`src/hdl/rgb_pkg.sv`:
```
`timescale 1ns / 1ps
`default_nettype none

package rgb_pkg;

    localparam int MAX_SIDE    = 4096;
    localparam int SIDE_W      = 13;
    localparam int COORD_W     = 12;
    localparam int CHAN_W      = 8;
    localparam int PROD_W      = 28;   // side times hundredths
    localparam int CTR_W       = 21;   // center position and offsets, Q.8
    localparam int DIST_W      = 22;   // distance and radius, Q.8
    localparam int SUM_W       = 43;   // sum of squared offsets
    localparam int SQRT_STAGES = DIST_W;
    localparam int SQRT_REM_W  = SUM_W + 1;
    localparam int TQ_W        = 16;
    localparam int TDIV_STAGES = TQ_W;
    localparam int Q16_W       = 17;
    localparam int ADIV_STAGES = 2;
    localparam int LERP_W      = 24;
    localparam int OP_W        = 14;
    localparam int ANUM_W      = 38;
    localparam int AQ1_W       = 25;   // num / 10000
    localparam int AP1_W       = ANUM_W - 4 + 32;
    localparam int AP2_W       = AQ1_W + 26;
    localparam int GA_W        = LERP_W + Q16_W;
    localparam int PM_W        = CHAN_W + Q16_W;
    localparam int NUM_W       = GA_W + 1;

    localparam logic [Q16_W-1:0]  ONE_Q16   = 17'h10000;
    localparam logic [OP_W-1:0]   OP_FULL   = 14'd10000;
    // ceil(2^41 / 625); exact floor(n / 625) for any n below 2^34
    localparam logic [31:0]       RECIP_625 = 32'd3518437209;
    // ceil(2^33 / 255); exact floor(n / 255) for any n below 2^25
    localparam logic [25:0]       RECIP_255 = 26'd33686019;

    localparam int LATENCY = 5 + SQRT_STAGES + TDIV_STAGES + 2 + ADIV_STAGES + 2;

    typedef enum logic [2:0] {
        CFG_WIDTH    = 3'd0,
        CFG_HEIGHT   = 3'd1,
        CFG_CENTER_C = 3'd2,
        CFG_OUTER_C  = 3'd3,
        CFG_CENTER_X = 3'd4,
        CFG_CENTER_Y = 3'd5,
        CFG_RADIUS   = 3'd6,
        CFG_OPACITY  = 3'd7
    } cfg_idx_t;

    typedef struct packed {
        logic [CHAN_W-1:0] red;
        logic [CHAN_W-1:0] green;
        logic [CHAN_W-1:0] blue;
    } pix_t;

    typedef struct packed {
        logic [LERP_W-1:0] red;
        logic [LERP_W-1:0] green;
        logic [LERP_W-1:0] blue;
    } gcol_t;

    // floor(prod * 256 / 10000) = floor(16 * prod / 625)
    function automatic logic [DIST_W-1:0] scale_q8(input logic [PROD_W-1:0] prod);
        logic [31:0] num;
        logic [63:0] full;
        num  = {prod, 4'b0000};
        full = {32'd0, num} * {32'd0, RECIP_625};
        return full[41 +: DIST_W];
    endfunction

    function automatic logic [LERP_W-1:0] lerp_q16(input logic [CHAN_W-1:0] c1,
                                                   input logic [CHAN_W-1:0] c2,
                                                   input logic [Q16_W-1:0]  t);
        logic [Q16_W-1:0]  tinv;
        logic [LERP_W:0]   s;
        tinv = ONE_Q16 - t;
        s = (LERP_W+1)'(c1) * (LERP_W+1)'(tinv) + (LERP_W+1)'(c2) * (LERP_W+1)'(t);
        return s[LERP_W-1:0];
    endfunction

endpackage

`default_nettype wire

```
`src/hdl/rgb_sqrt.sv`:
```
`timescale 1ns / 1ps
`default_nettype none

module rgb_sqrt (
    input  wire logic                        clk,
    input  wire logic                        rst_n,
    input  wire logic                        in_vld,
    input  wire logic [rgb_pkg::SUM_W-1:0]   in_sum,
    input  wire rgb_pkg::pix_t               in_pix,
    output logic                             out_vld,
    output logic [rgb_pkg::DIST_W-1:0]       out_root,
    output rgb_pkg::pix_t                    out_pix
);
    import rgb_pkg::*;

    logic [SQRT_STAGES-1:0] vld_reg;
    logic [SQRT_REM_W-1:0]  rem_reg   [SQRT_STAGES];
    logic [SQRT_REM_W-1:0]  rem_next  [SQRT_STAGES];
    logic [DIST_W-1:0]      root_reg  [SQRT_STAGES];
    logic [DIST_W-1:0]      root_next [SQRT_STAGES];
    pix_t                   pix_reg   [SQRT_STAGES];

    // one root bit per stage, most significant first
    always_comb
    begin
        logic [SQRT_REM_W-1:0] rsrc;
        logic [SQRT_REM_W-1:0] trial;
        logic [DIST_W-1:0]     qsrc;
        for (int k = 0; k < SQRT_STAGES; k++)
        begin
            if (k == 0)
            begin
                rsrc = SQRT_REM_W'(in_sum);
                qsrc = '0;
            end
            else
            begin
                rsrc = rem_reg[k-1];
                qsrc = root_reg[k-1];
            end
            trial = ((SQRT_REM_W'(qsrc) << 1) | (SQRT_REM_W'(1) << (SQRT_STAGES-1-k)))
                    << (SQRT_STAGES-1-k);
            if (rsrc >= trial)
            begin
                rem_next[k]  = rsrc - trial;
                root_next[k] = qsrc | (DIST_W'(1) << (SQRT_STAGES-1-k));
            end
            else
            begin
                rem_next[k]  = rsrc;
                root_next[k] = qsrc;
            end
        end
    end

    always_ff @(posedge clk or negedge rst_n)
    begin
        if (!rst_n)
            vld_reg <= '0;
        else
            vld_reg <= {vld_reg[SQRT_STAGES-2:0], in_vld};
    end

    always_ff @(posedge clk)
    begin
        for (int k = 0; k < SQRT_STAGES; k++)
        begin
            rem_reg[k]  <= rem_next[k];
            root_reg[k] <= root_next[k];
            pix_reg[k]  <= (k == 0) ? in_pix : pix_reg[(k == 0) ? 0 : k-1];
        end
    end

    assign out_vld  = vld_reg[SQRT_STAGES-1];
    assign out_root = root_reg[SQRT_STAGES-1];
    assign out_pix  = pix_reg[SQRT_STAGES-1];

endmodule

`default_nettype wire

```
`config.mk`:
```
export PLATFORM = sky130hd
export DESIGN_NAME = rgb_sqrt
export DESIGN_NICKNAME = d
export VERILOG_FILES = /design/src/hdl/rgb_pkg.sv /design/src/hdl/rgb_sqrt.sv
export SDC_FILE = /design/constraint.sdc
export NUM_CORES = 2
export LEC_CHECK = 0
export BUFFER_PORTS_ARGS = -buffer_cell sky130_fd_sc_hd__buf_2
export CAP_MARGIN = 0
export CORE_AREA = 2 2 305 307
export CTS_BUF_LIST = sky130_fd_sc_hd__clkbuf_16
export DETAILED_ROUTE_END_ITERATION = 16
export DIE_AREA = 0 0 307 309
export PLACE_DENSITY = 0.83
export SKIP_CTS_REPAIR_TIMING = 1
export SLEW_MARGIN = 20
export SYNTH_ARGS = -nofsm -noshare
export SYNTH_HDL_FRONTEND = slang
export SYNTH_SLANG_ARGS = --single-unit
```
`constraint.sdc`:
```
create_clock -name clk -period 3.55 [get_ports clk]
set_input_delay 0.1775 -clock clk [delete_from_list [all_inputs] [get_ports clk]]
set_output_delay 0.1775 -clock clk [all_outputs]
set_load 0.01 [all_outputs]
```
==> summary.md <==
| Metric | Value |
|---|---|
| CTS Buf Count | `157` |
| CP dominant cell by count | `nand3_1` |
| Pwr per Cell Area | `814 mW/mm2` |
| Crit Path Max Fanout | `7` |
| Final ANT Viol Nets | `0` |
| First-pass GRT wire length | `177 mm` |
| FF-to-FF path depth | `10` |
| Critical Path Max Stage Delay | `0.57 ns` |
| Commonest non-fill, non-tap cell in the layout | `dfxtp_1` |
| CP arrival | `3.95 ns` |
| Post-synth EDFFs | `0` |
| Area delta synth->final | `14.3%` |
| Crit end category | `register` |
| Vias per cell | `5.43` |
| Flops & latches, synth | `1,727` |
| Vias post-DR | `35.6k` |
| Syn Inst Count | `4,929` |
| Most frequent cells in the layout | `dfxtp_1 (1,705), inv_1 (362), ha_1 (271)` |
| Final Skew | `0.0503 ns` |
| WL/cell | `17.5 um` |
| CP Cell Sequence | `inv_1, ha_1, nand3_1, nor3_2, nand3_1, a31oi_1, nor3_4, or4_4, a2111oi_4, xor2_1` |
| Flop2flop setup slack | `0.28 ns` |
| Core footprint | `0.0914 mm2` |
| Average size of a mapped cell | `11.3 um2` |
| Layout cells sized above 1 | `0.0925` |
| CP max stage cell | `or4_4` |
| HP Class | `primary input to register` |
| Die width | `307 um` |
| Net count, final | `5,585` |
| Max Slew Vio Count | `0` |
| Maximum VDD drop | `0.675 mV` |
| Dpl hpwl | `77.1 mm` |
| Die height | `309 um` |
| RR Endpoint | `rem_reg[2][41]$_DFF_P_` |
| Ys async rst share | `0.0127` |
| Peak Freq | `306 MHz` |
| Final setup margin | `0.284 ns` |
| Worst rel slew slack | `0.343` |
| Multiplexer share of the synthesized area | `0.0105` |
| Synth Cell Area | `0.0555 mm2` |
| CTS tree | `yes` |
| CTS max path bufs | `3` |
| Die area | `0.0949 mm2` |
| Drt pass-1 iters | `5` |
| Io pins | `117` |
| Initial Util | `0.608` |
| Pre-CTS setup slack | `0.0934 ns` |
| Number of flip-flops in the largest register | `924` |
| Clock Latency Late Sink | `0.79 ns` |
| Post-synthesis simple-gate area fraction | `0.123` |
| Post-layout min period | `3.27 ns` |
| Leak | `0.0288 uW` |
| PortBufs | `116` |
| Layout fillers | `6,254` |
| Area share of fa/ha/maj cells after synthesis | `0.0611` |
| Top-area cell type share of the netlist area | `0.615` |
| Final setup fails | `0` |
| Post-synthesis compound-gate area fraction | `0.0861` |
| Main combinational cell family by area after synthesis | `simple AND/OR/NAND/NOR gates` |
| Iter 0 DRT Violations | `2,093` |
| R2r startpoint | `root_reg[1][173]$_DFF_P_` |
| Reg clk slew, reported paths | `0.07 ns` |
| Synth Warn # | `0` |
| Top cells by area, synth | `dfxtp_1 (61%), ha_1 (6.1%), xnor2_1 (3.2%), xor2_1 (2.9%), a21oi_1 (2.3%)` |
| Tightest Pin Transition | `0.982 ns` |
| Setup crit start kind | `register` |
| Top FF cell, synth | `dfxtp_1` |
| CTS root buffer | `clkbuf_16` |
| Worst Setup Path Type | `register to register` |
| Worst Setup EP | `rem_reg[2][41]$_DFF_P_` |
| CTS Sinks | `1,727` |
| Final Hold Viols | `0` |
| H-tree levels | `4` |
| Vias in the first global route | `35.9k` |
| Worst Setup SP | `root_reg[1][173]$_DFF_P_` |
| Drt total wl | `115 mm` |
| WP data required | `4.23 ns` |
| Pin count of the biggest net entering global routing | `41` |
| Max-Cap Viols | `0` |
| Post-Synth XOR/XNOR Area | `0.0621` |
| Gr ovfl total | `0` |
| Sequential cell area fraction in the yosys report | `0.625` |
| Total track usage | `0.231` |
| Leading area contributor after synthesis | `dfxtp_1` |
| Overall power | `51,700 uW` |
| Count of cell types in the netlist | `97` |
| Antenna violations before repair | `0` |
| Routability congestion estimate | `0.956` |
| # DRC | `0` |
| Diode count | `0` |
| Outcome | `completed` |
| Tcrit/Tclk final | `0.920` |
| Row count | `111` |
==> cell type report <==
cell class / count / area (um2) / area share
Inverter: 336 / 1260 / 0.0199
Clock buffer: 158 / 3950 / 0.0623
Clock inverter: 128 / 1160 / 0.0183
Sequential cell: 1727 / 34700 / 0.546
Timing Repair Buffer: 254 / 1850 / 0.0291
Tap cell: 1186 / 1480 / 0.0234
Multi-Input combinational cell: 2768 / 19100 / 0.301
==> report_power, final <==
group | switching, uW | leakage (uW) | internal (uW)
clock | 7340 | 0.00261 | 9170
combinational | 5480 | 0.0116 | 4600
sequential | 2400 | 0.0146 | 22700
total | 15200 | 0.0288 | 36500
==> cells in the mapped netlist (all sizes together), types with 17 or more instances <==
master and instances:
a211oi 17, a21o 75, a21oi 254, a31oi 23, and3 25, buf 51, clkbuf 48, dfrtp 22
dfxtp 1705, ha 271, inv 336, mux2 45, nand2 272, nand2b 56, nand3 59, nand4 64
nor2 259, nor2b 54, nor3 132, nor4 137, nor4b 31, o21a 45, o21ai 202, o31ai 31
or2 17, or3 46, or4 37, xnor2 207, xor2 186
==> metal layers <==
metal  global-route usage  wire, um
met1                0.229     42200
met4                0.119      6280
met2                0.455     62000
met5                    0         0
met3               0.0408      4570
==> cells by family (layout without fill, tap and decap cells) <==
group           count (synthesis)  in the layout
compound gates                770            770
xor+xnor                      393            393
fa+ha+maj                     271            271
buf+inv                       435            876
flops                        1727           1727
mux                            50             50
other cells                     1              2
simple gates                 1282           1282
==> worst max-delay path: cells and delay by family (launching register included) <==
| kind | cells | cell delay, ns |
|---|---|---|
| AND/OR/NAND/NOR | 5 | 1.41 |
| AO/OA/AOI/OAI | 2 | 0.78 |
| adder cells (fa/ha/maj) | 1 | 0.42 |
| flip-flops | 1 | 0.35 |
| XOR/XNOR | 1 | 0.17 |
| buffers and inverters | 1 | 0.05 |
==> per-stage QoR <==
step	instance area, um2	hold slack, ns	std cells	setup TNS, ns	util
6_report	63500	0.0286	6557	0	0.695
3_5_place_dp	57600	0.162	6198	0	0.630
2_1_floorplan	55500	-0.118	4930	0	-
3_3_place_gp	57600	0.143	6198	0	0.630
5_1_grt	63500	-0.00654	6557	-0.00379	0.695
4_1_cts	62700	-0.674	6484	0	0.686
==> worst min-delay path by stage <==
| stage | start | endpoint | slack, ns | depth (start not counted) |
|---|---|---|---|---|
| after global placement | rst_n | vld_reg[21]$_DFF_PN0_ | 0.14 | 1 |
| after CTS | rst_n | vld_reg[21]$_DFF_PN0_ | -0.67 | 1 |
| after floorplan | rst_n | vld_reg[0]$_DFF_PN0_ | -0.12 | 0 |
| final | in_sum[10] | rem_reg[0][10]$_DFF_P_ | 0.03 | 2 |
| after detailed placement | rst_n | vld_reg[21]$_DFF_PN0_ | 0.16 | 1 |
| after global routing | in_sum[26] | rem_reg[0][26]$_DFF_P_ | -0.007 | 2 |
Power figures use the tool's default switching activity.
